--- src/design/mbrs_pkg.sv ---
package mbrs_pkg;

    localparam int MAX_RESULTS = 32;
    localparam int LEN_W       = $clog2(MAX_RESULTS);

    localparam logic [7:0]  FC_READ_INPUTS  = 8'h02;
    localparam logic [7:0]  FC_WRITE_COIL   = 8'h05;
    localparam logic [7:0]  COIL_ON         = 8'hFF;
    localparam logic [7:0]  READ_BYTE_COUNT = 8'h01;
    localparam int          MIN_FRAME_BYTES = 4;
    localparam int          MIN_ECHO_BYTES  = 5;
    localparam logic [15:0] CRC_INIT        = 16'hFFFF;
    localparam logic [15:0] CRC_POLY        = 16'hA001;

    localparam logic [1:0] ST_ANSWERED      = 2'd0;
    localparam logic [1:0] ST_CRC_ERR       = 2'd1;
    localparam logic [1:0] ST_OTHER_STATION = 2'd2;
    localparam logic [1:0] ST_UNHANDLED     = 2'd3;

    localparam logic [1:0] CFG_SLAVE_ADDR  = 2'd0;
    localparam logic [1:0] CFG_COIL_ADDR   = 2'd1;
    localparam logic [1:0] CFG_INPUTS_ADDR = 2'd2;

    localparam logic [LEN_W-1:0] RSP_CRC_LO_IDX = LEN_W'(4);
    localparam logic [LEN_W-1:0] RSP_LAST_IDX   = LEN_W'(5);
    localparam logic [LEN_W-1:0] RSP_IDX_SLAVE  = LEN_W'(0);
    localparam logic [LEN_W-1:0] RSP_IDX_FUNC   = LEN_W'(1);
    localparam logic [LEN_W-1:0] RSP_IDX_COUNT  = LEN_W'(2);
    localparam logic [LEN_W-1:0] RSP_IDX_DATA   = LEN_W'(3);

    typedef enum logic [1:0] {
        DK_STATUS,
        DK_READ,
        DK_ECHO
    } t_desc_kind;

    typedef struct packed {
        t_desc_kind       kind;
        logic [1:0]       status;
        logic             relay;
        logic             bank;
        logic [LEN_W-1:0] last_idx;
        logic [7:0]       slave;
        logic [7:0]       in_byte;
    } t_desc;

    typedef enum logic [1:0] {
        S_IDLE,
        S_READ,
        S_ECHO_RD,
        S_ECHO_WR
    } t_bk_state;

    function automatic logic [15:0] crc_step(input logic [15:0] crc_in, input logic [7:0] data);
        logic [15:0] c;
        c = crc_in ^ {8'h00, data};
        for (int b = 0; b < 8; b++) begin
            if (c[0]) begin
                c = (c >> 1) ^ CRC_POLY;
            end else begin
                c = c >> 1;
            end
        end
        return c;
    endfunction

endpackage

--- src/design/mbrs_queue.sv ---
module mbrs_queue (
    input  logic           i_clk,
    input  logic           i_rst_n,
    input  logic           i_push,
    input  mbrs_pkg::t_desc i_push_desc,
    input  logic           i_pop,
    output mbrs_pkg::t_desc o_head,
    output logic           o_empty,
    output logic           o_full
);
    import mbrs_pkg::*;

    t_desc      r_entry [2];
    logic       r_wp;
    logic       r_rp;
    logic [1:0] r_cnt;

    always_ff @(posedge i_clk) begin
        if (!i_rst_n) begin
            r_wp  <= 1'b0;
            r_rp  <= 1'b0;
            r_cnt <= 2'd0;
        end else begin
            if (i_push) begin
                r_wp <= ~r_wp;
            end
            if (i_pop) begin
                r_rp <= ~r_rp;
            end
            r_cnt <= r_cnt + {1'b0, i_push} - {1'b0, i_pop};
        end
    end

    always_ff @(posedge i_clk) begin
        if (i_push) begin
            r_entry[r_wp] <= i_push_desc;
        end
    end

    assign o_head  = r_entry[r_rp];
    assign o_empty = (r_cnt == 2'd0);
    assign o_full  = (r_cnt == 2'd2);

endmodule

--- src/design/mbrs_front.sv ---
module mbrs_front #(
    parameter int FRAME_BYTES = 32,
    parameter int IDX_W       = $clog2(FRAME_BYTES)
) (
    input  logic             i_clk,
    input  logic             i_rst_n,
    input  logic             i_valid,
    output logic             o_stall,
    input  logic [7:0]       i_rx_byte,
    input  logic             i_frame_end,
    input  logic [2:0]       i_button_levels,
    input  logic [7:0]       i_slave_address,
    input  logic [15:0]      i_relay_coil_address,
    input  logic [15:0]      i_inputs_address,
    input  logic             i_q_full,
    output logic             o_push,
    output mbrs_pkg::t_desc  o_push_desc,
    output logic             o_wr_en,
    output logic             o_wr_bank,
    output logic [IDX_W-1:0] o_wr_idx,
    output logic [7:0]       o_wr_data
);
    import mbrs_pkg::*;

    localparam int CNT_W = $clog2(FRAME_BYTES + 1);

    logic [CNT_W-1:0] r_count;
    logic             r_ovf;
    logic             r_relay;
    logic             r_bank;
    logic [15:0]      r_crc;
    logic [7:0]       r_d0;
    logic [7:0]       r_d1;
    logic [7:0]       r_b [5];

    logic             accept;
    logic             fits;
    logic [CNT_W-1:0] n_len;
    logic [6:0]       len_ext;
    logic [15:0]      crc_fin;
    logic             crc_bad;
    logic [7:0]       fb [5];
    logic [15:0]      adr;
    t_desc            desc;

    assign accept  = i_valid && !i_q_full;
    assign o_stall = i_q_full;
    assign fits    = (r_count < CNT_W'(FRAME_BYTES));
    assign n_len   = r_count + {{(CNT_W-1){1'b0}}, fits};
    assign len_ext = 7'(n_len);
    assign crc_fin = (r_count >= CNT_W'(2)) ? crc_step(r_crc, r_d0) : r_crc;
    assign crc_bad = (crc_fin[7:0] != r_d1) || (crc_fin[15:8] != i_rx_byte);

    always_comb begin
        for (int k = 0; k < 5; k++) begin
            fb[k] = (r_count == CNT_W'(k)) ? i_rx_byte : r_b[k];
        end
    end

    assign adr = {fb[2], fb[3]};

    always_comb begin
        desc          = '0;
        desc.kind     = DK_STATUS;
        desc.status   = ST_UNHANDLED;
        desc.relay    = r_relay;
        desc.bank     = r_bank;
        desc.last_idx = LEN_W'(n_len - CNT_W'(1));
        desc.slave    = fb[0];
        desc.in_byte  = {4'b0000, r_relay, i_button_levels};
        if (r_ovf || !fits || (n_len < CNT_W'(MIN_FRAME_BYTES)) || crc_bad) begin
            desc.status = ST_CRC_ERR;
        end else if (fb[0] != i_slave_address) begin
            desc.status = ST_OTHER_STATION;
        end else if ((fb[1] == FC_READ_INPUTS) && (adr == i_inputs_address)) begin
            desc.kind   = DK_READ;
            desc.status = ST_ANSWERED;
        end else if ((fb[1] == FC_WRITE_COIL) && (adr == i_relay_coil_address) &&
                     (len_ext >= 7'(MIN_ECHO_BYTES)) && (len_ext <= 7'(MAX_RESULTS))) begin
            desc.kind   = DK_ECHO;
            desc.status = ST_ANSWERED;
            desc.relay  = (fb[4] == COIL_ON);
        end
    end

    assign o_push      = accept && i_frame_end;
    assign o_push_desc = desc;
    assign o_wr_en     = accept && fits;
    assign o_wr_bank   = r_bank;
    assign o_wr_idx    = r_count[IDX_W-1:0];
    assign o_wr_data   = i_rx_byte;

    always_ff @(posedge i_clk) begin
        if (!i_rst_n) begin
            r_count <= '0;
            r_ovf   <= 1'b0;
            r_relay <= 1'b0;
            r_bank  <= 1'b0;
            r_crc   <= CRC_INIT;
        end else if (accept) begin
            if (i_frame_end) begin
                r_count <= '0;
                r_ovf   <= 1'b0;
                r_crc   <= CRC_INIT;
                r_bank  <= ~r_bank;
                r_relay <= desc.relay;
            end else if (fits) begin
                r_count <= r_count + CNT_W'(1);
                if (r_count >= CNT_W'(2)) begin
                    r_crc <= crc_step(r_crc, r_d0);
                end
            end else begin
                r_ovf <= 1'b1;
            end
        end
    end

    always_ff @(posedge i_clk) begin
        if (accept && fits) begin
            r_d0 <= r_d1;
            r_d1 <= i_rx_byte;
            for (int k = 0; k < 5; k++) begin
                if (r_count == CNT_W'(k)) begin
                    r_b[k] <= i_rx_byte;
                end
            end
        end
    end

endmodule

--- src/design/mbrs_back.sv ---
module mbrs_back #(
    parameter int FRAME_BYTES = 32,
    parameter int IDX_W       = $clog2(FRAME_BYTES)
) (
    input  logic             i_clk,
    input  logic             i_rst_n,
    input  mbrs_pkg::t_desc  i_head,
    input  logic             i_q_empty,
    output logic             o_pop,
    input  logic             i_wr_en,
    input  logic             i_wr_bank,
    input  logic [IDX_W-1:0] i_wr_idx,
    input  logic [7:0]       i_wr_data,
    output logic             o_valid,
    input  logic             i_stall,
    output logic             o_tx_valid,
    output logic [7:0]       o_tx_byte,
    output logic             o_tx_last,
    output logic [1:0]       o_frame_status,
    output logic             o_relay_level
);
    import mbrs_pkg::*;

    logic [7:0] r_frame_mem [2][FRAME_BYTES];
    logic [7:0] r_rd_data;

    t_bk_state        r_state;
    t_bk_state        n_state;
    logic [LEN_W-1:0] r_idx;
    logic [LEN_W-1:0] n_idx;
    logic [15:0]      r_crc;
    logic [15:0]      n_crc;

    logic       r_out_valid;
    logic       r_tx_valid;
    logic [7:0] r_tx_byte;
    logic       r_tx_last;
    logic [1:0] r_status;
    logic       r_relay;

    logic       can_load;
    logic       load;
    logic       rd_en;
    logic       ld_txv;
    logic [7:0] ld_byte;
    logic       ld_last;
    logic [7:0] rsp_byte;

    assign can_load = !r_out_valid || !i_stall;

    always_comb begin
        unique case (r_idx)
            RSP_IDX_SLAVE:  rsp_byte = i_head.slave;
            RSP_IDX_FUNC:   rsp_byte = FC_READ_INPUTS;
            RSP_IDX_COUNT:  rsp_byte = READ_BYTE_COUNT;
            RSP_IDX_DATA:   rsp_byte = i_head.in_byte;
            RSP_CRC_LO_IDX: rsp_byte = r_crc[7:0];
            default:        rsp_byte = r_crc[15:8];
        endcase
    end

    always_comb begin
        n_state = r_state;
        n_idx   = r_idx;
        n_crc   = r_crc;
        o_pop   = 1'b0;
        load    = 1'b0;
        rd_en   = 1'b0;
        ld_txv  = 1'b0;
        ld_byte = 8'h00;
        ld_last = 1'b0;
        unique case (r_state)
            S_IDLE: begin
                if (!i_q_empty) begin
                    unique case (i_head.kind)
                        DK_READ: begin
                            n_state = S_READ;
                            n_idx   = '0;
                            n_crc   = CRC_INIT;
                        end
                        DK_ECHO: begin
                            n_state = S_ECHO_RD;
                            n_idx   = '0;
                        end
                        default: begin
                            if (can_load) begin
                                load    = 1'b1;
                                ld_last = 1'b1;
                                o_pop   = 1'b1;
                            end
                        end
                    endcase
                end
            end
            S_READ: begin
                if (can_load) begin
                    load    = 1'b1;
                    ld_txv  = 1'b1;
                    ld_byte = rsp_byte;
                    ld_last = (r_idx == RSP_LAST_IDX);
                    if (r_idx < RSP_CRC_LO_IDX) begin
                        n_crc = crc_step(r_crc, rsp_byte);
                    end
                    if (r_idx == RSP_LAST_IDX) begin
                        o_pop   = 1'b1;
                        n_state = S_IDLE;
                    end else begin
                        n_idx = r_idx + LEN_W'(1);
                    end
                end
            end
            S_ECHO_RD: begin
                rd_en   = 1'b1;
                n_state = S_ECHO_WR;
            end
            S_ECHO_WR: begin
                if (can_load) begin
                    load    = 1'b1;
                    ld_txv  = 1'b1;
                    ld_byte = r_rd_data;
                    ld_last = (r_idx == i_head.last_idx);
                    if (r_idx == i_head.last_idx) begin
                        o_pop   = 1'b1;
                        n_state = S_IDLE;
                    end else begin
                        n_idx   = r_idx + LEN_W'(1);
                        n_state = S_ECHO_RD;
                    end
                end
            end
            default: n_state = S_IDLE;
        endcase
    end

    always_ff @(posedge i_clk) begin
        if (!i_rst_n) begin
            r_state <= S_IDLE;
        end else begin
            r_state <= n_state;
        end
    end

    always_ff @(posedge i_clk) begin
        r_idx <= n_idx;
        r_crc <= n_crc;
    end

    always_ff @(posedge i_clk) begin
        if (i_wr_en) begin
            r_frame_mem[i_wr_bank][i_wr_idx] <= i_wr_data;
        end
        if (rd_en) begin
            r_rd_data <= r_frame_mem[i_head.bank][IDX_W'(r_idx)];
        end
    end

    always_ff @(posedge i_clk) begin
        if (!i_rst_n) begin
            r_out_valid <= 1'b0;
        end else if (load) begin
            r_out_valid <= 1'b1;
        end else if (!i_stall) begin
            r_out_valid <= 1'b0;
        end
    end

    always_ff @(posedge i_clk) begin
        if (load) begin
            r_tx_valid <= ld_txv;
            r_tx_byte  <= ld_byte;
            r_tx_last  <= ld_last;
            r_status   <= i_head.status;
            r_relay    <= i_head.relay;
        end
    end

    assign o_valid        = r_out_valid;
    assign o_tx_valid     = r_tx_valid;
    assign o_tx_byte      = r_tx_byte;
    assign o_tx_last      = r_tx_last;
    assign o_frame_status = r_status;
    assign o_relay_level  = r_relay;

endmodule

--- src/design/modbus_rtu_slave_responder.sv ---
// Modbus RTU slave responder. Received bytes are taken one per clock, each with a frame-end
// flag; the frame is written into one bank of a two-bank byte store while its CRC-16 runs
// alongside. At frame end the frame is classified and a job is queued for the response side,
// so the next frame can be received while the previous one is still answered. Input stalls only
// while two finished frames await their response. Each frame yields either one status-only
// result, a six-byte read-inputs reply at one byte per clock while the output does not stall
// (CRC computed as the bytes go out), or an echo of the write-coil frame, each byte first
// registered out of the frame store, then sent. The store needs no clearing after reset.
module modbus_rtu_slave_responder #(
    parameter int FRAME_BYTES = 32
) (
    input  logic        i_clk,
    input  logic        i_rst_n,
    input  logic        i_valid,
    output logic        o_stall,
    input  logic [7:0]  i_rx_byte,
    input  logic        i_frame_end,
    input  logic [2:0]  i_button_levels,
    output logic        o_valid,
    input  logic        i_stall,
    output logic        o_tx_valid,
    output logic [7:0]  o_tx_byte,
    output logic        o_tx_last,
    output logic [1:0]  o_frame_status,
    output logic        o_relay_level,
    input  logic        i_cfg_valid,
    output logic        o_cfg_ready,
    input  logic [1:0]  i_cfg_index,
    input  logic [15:0] i_cfg_data
);
    import mbrs_pkg::*;

    localparam int IDX_W = $clog2(FRAME_BYTES);

    logic [7:0]  r_slave_address;
    logic [15:0] r_relay_coil_address;
    logic [15:0] r_inputs_address;

    logic             q_full;
    logic             q_empty;
    logic             push;
    logic             pop;
    t_desc            push_desc;
    t_desc            head;
    logic             wr_en;
    logic             wr_bank;
    logic [IDX_W-1:0] wr_idx;
    logic [7:0]       wr_data;

    assign o_cfg_ready = 1'b1;

    always_ff @(posedge i_clk) begin
        if (!i_rst_n) begin
            r_slave_address      <= 8'h01;
            r_relay_coil_address <= 16'h0000;
            r_inputs_address     <= 16'h0000;
        end else if (i_cfg_valid) begin
            unique case (i_cfg_index)
                CFG_SLAVE_ADDR:  r_slave_address      <= i_cfg_data[7:0];
                CFG_COIL_ADDR:   r_relay_coil_address <= i_cfg_data;
                CFG_INPUTS_ADDR: r_inputs_address     <= i_cfg_data;
                default: ;
            endcase
        end
    end

    mbrs_front #(
        .FRAME_BYTES(FRAME_BYTES),
        .IDX_W      (IDX_W)
    ) u_front (
        .i_clk               (i_clk),
        .i_rst_n             (i_rst_n),
        .i_valid             (i_valid),
        .o_stall             (o_stall),
        .i_rx_byte           (i_rx_byte),
        .i_frame_end         (i_frame_end),
        .i_button_levels     (i_button_levels),
        .i_slave_address     (r_slave_address),
        .i_relay_coil_address(r_relay_coil_address),
        .i_inputs_address    (r_inputs_address),
        .i_q_full            (q_full),
        .o_push              (push),
        .o_push_desc         (push_desc),
        .o_wr_en             (wr_en),
        .o_wr_bank           (wr_bank),
        .o_wr_idx            (wr_idx),
        .o_wr_data           (wr_data)
    );

    mbrs_queue u_queue (
        .i_clk      (i_clk),
        .i_rst_n    (i_rst_n),
        .i_push     (push),
        .i_push_desc(push_desc),
        .i_pop      (pop),
        .o_head     (head),
        .o_empty    (q_empty),
        .o_full     (q_full)
    );

    mbrs_back #(
        .FRAME_BYTES(FRAME_BYTES),
        .IDX_W      (IDX_W)
    ) u_back (
        .i_clk         (i_clk),
        .i_rst_n       (i_rst_n),
        .i_head        (head),
        .i_q_empty     (q_empty),
        .o_pop         (pop),
        .i_wr_en       (wr_en),
        .i_wr_bank     (wr_bank),
        .i_wr_idx      (wr_idx),
        .i_wr_data     (wr_data),
        .o_valid       (o_valid),
        .i_stall       (i_stall),
        .o_tx_valid    (o_tx_valid),
        .o_tx_byte     (o_tx_byte),
        .o_tx_last     (o_tx_last),
        .o_frame_status(o_frame_status),
        .o_relay_level (o_relay_level)
    );

endmodule

--- config.mk ---
export PLATFORM = sky130hd
export DESIGN_NAME = modbus_rtu_slave_responder
export DESIGN_NICKNAME = d
export VERILOG_FILES = /design/src/design/mbrs_pkg.sv /design/src/design/mbrs_queue.sv /design/src/design/mbrs_front.sv /design/src/design/mbrs_back.sv /design/src/design/modbus_rtu_slave_responder.sv
export SDC_FILE = /design/constraint.sdc
export NUM_CORES = 1
export LEC_CHECK = 0
export ABC_AREA = 1
export BUFFER_PORTS_ARGS = -buffer_cell sky130_fd_sc_hd__clkbuf_2
export CELL_PAD_IN_SITES_DETAIL_PLACEMENT = 0
export CELL_PAD_IN_SITES_GLOBAL_PLACEMENT = 1
export CORE_MARGIN = 5
export CORE_UTILIZATION = 50
export DETAILED_ROUTE_END_ITERATION = 10
export PLACE_DENSITY = 0.77
export SLEW_MARGIN = 25
export SYNTH_ARGS = -nofsm -noshare
export SYNTH_HDL_FRONTEND = slang
export SYNTH_SLANG_ARGS = --single-unit
export TNS_END_PERCENT = 1
--- constraint.sdc ---
create_clock -name i_clk -period 4.5 [get_ports i_clk]
set_input_delay 0.225 -clock i_clk [delete_from_list [all_inputs] [get_ports i_clk]]
set_output_delay 0.225 -clock i_clk [all_outputs]
set_load 0.005 [all_outputs]
# [Word level (Yosys, flattened, before mapping)]
# Memory sizes are Yosys's and may differ from the RTL's. A register that Yosys moved wholly into a read port is not among the register bits.
# Index checks and enable logic that the tools add are counted.
[word_totals] ff_bits=130 ramBits=598 input_bits=35 out_inout_bits=16 wordCells=328 mem_count=3
[mem_list] memory="u_back.r_frame_mem" words=2 word_bits=256 rd=1 rd_clocked_by_memory_dff=0 write_ports=1 line="mbrs_back.sv:24" rtl="logic [7:0] r_frame_mem [2][FRAME_BYTES];"
[mem_list] memory="u_queue.r_entry" words=2 word_bits=23 rd=1 rd_clocked_by_memory_dff=1 write_ports=1 line="mbrs_queue.sv:13" rtl="t_desc r_entry [2];"
[mem_list] memory="u_front.r_b" words=5 word_bits=8 rd=5 rd_clocked_by_memory_dff=0 write_ports=1 line="mbrs_front.sv:34" rtl="logic [7:0] r_b [5];"
[classes] n_addsub=6 order_cmp=9 eq_ne=38 muxes=177 bitwise_logic=30 n_reduce_logical=42
[ops] op="2-to-1 mux 16 bit" n=87
[ops] op="2-to-1 mux 256 bit" n=1
[ops] op="2-to-1 mux 8 bit" n=14
[ops] op="inverter 2 -> 3 bit" n=23
[ops] op="2-to-1 mux 1 bit" n=41
[ops] op="binary-select mux 8 bit (select 5 bit)" n=1
[ops] op="demux 8 bit (select 5 bit)" n=1
[ops] op="one-hot mux 8 bit (5 select lines)" n=1
[ops] op="2-to-1 mux 5 bit" n=7
[ops] op="== test 16 bit" n=2
[ops] op="one-hot mux 16 bit (2 select lines)" n=1
[ops] op="OR reduction 8 bit" n=4
[ops] op="bitwise XOR 16 x 8 -> 16 bit" n=2
[ops] op="inequality test 8 bit" n=3
[ops] op="2-to-1 mux 2 bit" n=9
[ops] op="one-hot mux 8 bit (2 select lines)" n=1
[ops] op="one-hot mux 5 bit (3 select lines)" n=1
[ops] op="== test 6 x 2 -> 1 bit, second input constant" n=2
[ops] op="greater-or-equal comparator 6 bit, second input constant" n=2
[ops] op="2-to-1 mux 3 bit" n=4
[ops] op="2-to-1 mux 6 bit" n=2
[ops] op="inequality test 2 bit, second input constant" n=6
[ops] op="inverter 5 -> 6 bit" n=2
[ops] op="AND reduction 2 bit" n=6
[ops] op="44 further kinds" n=79

# [Depth between registers and ports, before layout]
[depth] depth_word=55 mapped_depth=26 mapped_depth_nobuf=23

# [Cells and area by module]
# From an unflattened synthesis, not the netlist that was laid out.
[unflattened] hier_cells=2981 hier_area_um2=32731.4
[by_module_without_submodules] mod="mbrs_back" n_inst=1 cells_each=1837 area_per_inst_um2=23153.5 seq_area_each_um2=16696.0
[by_module_without_submodules] mod="mbrs_front" n_inst=1 cells_each=768 area_per_inst_um2=5541.6 seq_area_each_um2=2182.1
[by_module_without_submodules] mod="mbrs_queue" n_inst=1 cells_each=117 area_per_inst_um2=2277.2 seq_area_each_um2=1721.7
[by_module_without_submodules] mod="modbus_rtu_slave_responder" n_inst=1 cells_each=259 area_per_inst_um2=1759.2 seq_area_each_um2=800.8

# [Least setup slack after synthesis]
# Ideal clock, no wire load.
[synth_timing] kind="flip-flop to flip-flop" start="register u_back.r_idx[0]" end="register u_back.r_crc[0] (data pin)" setup_ns=0.268 arrival_time_ns=2.999 required_time_ns=4.232 setup_slack_ns=1.234 path_stages_with_launch=25 path_buffers=3 path_cell_list="edfxtp_1 -> inv_1 -> clkbuf_1 -> clkbuf_1 -> clkbuf_1 -> ha_1 -> inv_1 -> nor2_1 -> nand2_1 -> inv_2 -> nor2_4 -> nand2_4 -> nand2_2 -> nand2_1 -> nand2_1 -> nand2_1 -> nand2_1 -> nand2_1 -> nand2_1 -> nand2_1 -> nand2_1 -> nand2_2 -> nand2_1 -> nand3_1 -> nand3_1"
[synth_via] elab_chain_cells=36
[synth_rtl] item="start, declared" line="mbrs_back.sv:29" rtl="logic [LEN_W-1:0] r_idx;"
[synth_rtl] item="start signal, assigned" line="mbrs_back.sv:144" rtl="r_idx <= n_idx;"
[synth_rtl] item="== test 5 x 3 -> 1 bit (tied with other cells)" line="mbrs_back.sv:52" rtl="unique case (r_idx)"
[synth_rtl] item="one-hot mux 8 bit (5 select lines) *" line="mbrs_back.sv:52"
[synth_rtl] item="bitwise XOR 16 x 8 -> 16 bit *" line="mbrs_pkg.sv:56" rtl="c = crc_in ^ {8'h00, data};"
[synth_rtl] item="2-to-1 mux 16 bit *" line="mbrs_pkg.sv:58" rtl="if (c[0]) begin"
[synth_rtl] item="2-to-1 mux 16 bit *" line="mbrs_back.sv:101" rtl="if (r_idx < RSP_CRC_LO_IDX) begin"
[synth_rtl] item="2-to-1 mux 16 bit *" line="mbrs_back.sv:96" rtl="if (can_load) begin"
[synth_rtl] item="2-to-1 mux 16 bit *" line="mbrs_back.sv:72" rtl="unique case (r_state)"
[synth_rtl] item="2-to-1 mux 16 bit *" line="mbrs_pkg.sv:58"
[synth_rtl] item="(+20 left out)"
[synth_rtl] item="2-to-1 mux 16 bit *" line="mbrs_pkg.sv:58"
[synth_rtl] item="2-to-1 mux 16 bit *" line="mbrs_back.sv:101"
[synth_rtl] item="2-to-1 mux 16 bit *" line="mbrs_back.sv:96"
[synth_rtl] item="2-to-1 mux 16 bit *" line="mbrs_back.sv:72"
[synth_rtl] item="2-to-1 mux 16 bit *" line="mbrs_pkg.sv:58"
[synth_rtl] item="2-to-1 mux 16 bit *" line="mbrs_back.sv:101"
[synth_rtl] item="2-to-1 mux 16 bit *" line="mbrs_back.sv:96"
[synth_rtl] item="one-hot mux 16 bit (2 select lines) *" line="mbrs_back.sv:72"
[synth_rtl] item="end signal, assigned" line="mbrs_back.sv:145" rtl="r_crc <= n_crc;"
[synth_rtl] item="end, declared" line="mbrs_back.sv:31" rtl="logic [15:0] r_crc;"
# Every way passes the cells marked *; elsewhere a longest branch is shown, timed or not. The select of a mux whose other input is x is not followed.
# A chain may end at the register's enable or synchronous reset.

==> results.md <==
- Final Wtd Congestion: 0.8919
- Clock latency at the later pin of the worst-skew pair: 0.62 ns
- IO Port Bufs: 49
- Syn Area/Cell: 10.94 um2
- Vias in the first global route: 21.46k
- Io pins: 51
- Ranking of synthesized cells by area: edfxtp_1 (63%), o21ai_0 (5.7%), nand2_1 (5.6%)
- Yosys cell types: 49
- Crit path max fanout: 33
- Critical path class: reg2reg
- Final nets: 3027
- Mapped Cells: 2871
- Pwr/cell area: 584.2 mW/mm2
- Worst vdd ir: 493.3 uV
- First-pass GRT wire length: 127700 um
- Slew @ Worst Pin: 0.9889 ns
- Flops & latches, synth: 729
- Final WL: 83890 um
- Maxcap violations: 0
- Endpoint class of the critical path: flip-flop
- Final setup fails: 0
- Most frequent cells in the layout: edfxtp_1 (656), nand2_1 (466), nor2_1 (423), o21ai_0 (358), inv_1 (144)
- Bufs and invs on worst path: 3
- Yosys top cell by area: edfxtp_1
- Die area: 0.06791 mm2
- Slowest Stage Delay on Critical Path: 0.43 ns
- Tot GR Track Use: 0.2439
- H-tree Lvls: 3
- Worst path required time: 4.96 ns
- N_diodes: 0
- DR pass1 iterations: 6
- Post-route DRC violation count: 0
- Crit-path slowest cell: dfxtp_1
- Congestion Overflow GR: 0
- Hold Vio Cnt, Final: 0
- Synth async-reset ratio: 0
- Area grow syn2layout: 13.58%
- Post-CTS sizing: 0
- DIE HEIGHT: 260.6 um
- Crit path DAT: 3.90 ns
- Largest net degree at the start of global routing: 130
- Per-cell routed wire length: 21.68 um
- Max_slew headroom: 0.3400
- Multi-input logic area: 0.008995 mm2
- FP Rows: 91
- CP cell instances: inv_1 > ha_1 > nor2_1 > nand3_4 > inv_2 > nand2_1 > nand3b_1 > nand2_1 > inv_1 > nand3_1 > nor2_1 > nand2_1 > nor2_1 > nand2_1 > nor2_1 > nand4_1 > nand2_1 > and2_1
- Setup TNS: 0 ns
- Via count: 22.34k
- Fmax achieved: 0.2909 GHz
- Root Driver: clkbuf_16
- Share of the synthesized area in the top cell type: 0.6274
- Hold_ws: 0.06677 ns
- TritonCTS Sinks: 729
- Syn. warnings: 0
- TritonCTS Buffers: 76
- Clock slew at reported path FFs: 0.06 ns
- Tmin final: 3.438 ns
- Core area: 0.06194 mm2
- Sequential share of the synthesized area: 0.6739
- Sequential cell area: 0.02116 mm2
- Clock Skews: 0.02579 ns
- Final Max Slew Viols: 0
- Most common cell after layout, fill and taps aside: edfxtp_1
- Worst hold path type: in2reg
- Ys flop type: edfxtp_1
- DP Wirelength: 51780 um
- Synthesized cell area: 0.03140 mm2
- Die W: 260.6 um
- P_leak: 12.87 nW
- CTS tree: done
- Outcome: completed
- Vias per cell: 5.772
- Startpoint Class: flip-flop
- RSZ-0062 raised after global routing: no
- Initial Utilization: 0.5069
- Iter 0 DRT Violations: 2326
- Layout cell share with drive strength beyond 1: 0.1091
- Syn nets: 2922
- Tcrit/Tclk final: 0.7640
- Post-DRT Antenna Nets: 0
- CP dominant cell by count: nand2_1
- Filler Cell Count: 5229
- CP top delay family: simple AND/OR/NAND/NOR gates
- Initial antenna violation count: 0
- CTS max path bufs: 3
- Number of enable-type register cells in the synthesized netlist: 656
==> worst paths after layout <==
check                     start                      to  slack (ns)  cells past startpoint
max reg2reg  u_front.r_count[0]  u_queue.r_entry[0][18]        1.06                     18
max          u_front.r_count[0]  u_queue.r_entry[0][18]        1.06                     18
min              i_cfg_index[0]      r_slave_address[0]        0.07                      4
min reg2reg        u_queue.r_rp            u_queue.r_rp        0.46                      1
==> Yosys cell counts (24+ instances only) <==
cell type and number:
nor3_1 74, o22ai_1 45, nand3_1 130, a21oi_1 52, o221ai_1 79, o211ai_1 24
inv_1 146, nor2_1 426, edfxtp_1 656, nand2_1 467, clkbuf_1 115, o21ai_0 358
dfxtp_1 73
==> cell families (layout without fill, tap and decap cells) <==
| kind of cell | after synthesis | in the layout | synth area share |
|---|---|---|---|
| flops | 729 | 729 | 0.6739 |
| compound gates | 604 | 604 | 0.1126 |
| fa+ha+maj | 16 | 16 | 0.006375 |
| simple gates | 1182 | 1182 | 0.1588 |
| buf+inv | 312 | 474 | 0.04076 |
| other cells | 1 | 1 | 0.0001194 |
| xor+xnor | 27 | 27 | 0.007531 |
==> power breakdown <==
part           internal (mW)  leakage (nW)  total, mW  switching, mW
clock network           3.75          1.20       6.29           2.54
logic                   1.85          5.17       6.57           4.72
registers               7.81          6.51       7.98          0.168
total                   13.4          12.9       20.8           7.43
==> worst register-to-register path, delay by kind of cell (launching register included) <==
family                     cells  cell delay (ns)
buffers and inverters          3             0.53
adders and majority gates      1             0.30
and+or+nand+nor               14             2.06
DFF                            1             0.43
==> per-layer routing <==
layer | wire length [um] | GRT usage
met5 | 0 | 0
met4 | 1839 | 0.06222
met2 | 39620 | 0.3950
met3 | 5717 | 0.03618
met1 | 36710 | 0.3509
==> flip-flops by register name, summed over array words and instances (netlist names), 5 cells and up, named ones only <==
name,flops
r_slave_address,8
r_inputs_address,16
u_front.r_count,6
u_queue.r_entry,46
u_front.r_crc,16
u_front.r_b,40
u_front.r_d1,8
u_back.r_crc,16
u_back.o_tx_byte,8
u_back.r_frame_mem,512
u_back.r_rd_data,8
u_back.r_idx,5
r_relay_coil_address,16
u_front.r_d0,8
==> area by class of cell <==
class                      count  area share
multi-input combinational   1830      0.2522
tap                          837     0.02936
clock buffer                 102     0.05915
timing repair buffer         182     0.03908
inverter                     157     0.01666
clock inverter                33     0.01021
sequential                   729      0.5933
==> through the flow <==
step	cell area [um2]	setup WS (ns)	total power, mW	instances	utilization
6_report	35660	1.062	20.83	3870	0.5758
4_1_cts	35660	1.130	20.93	3870	0.5758
3_5_place_dp	32940	1.181	14.63	3710	0.5318
3_3_place_gp	32930	1.291	14.51	3710	0.5317
5_1_grt	35660	0.7960	21.86	3870	0.5758
2_1_floorplan	31400	1.234	12.31	2871	-
==> repair_timing <==
item,in CTS,in global routing
buffers inserted,0,0
endpoints found under the hold margin,61,0
endpoints found under the setup margin,0,0
hold buffers,25,0
Power figures use the tool's default switching activity.
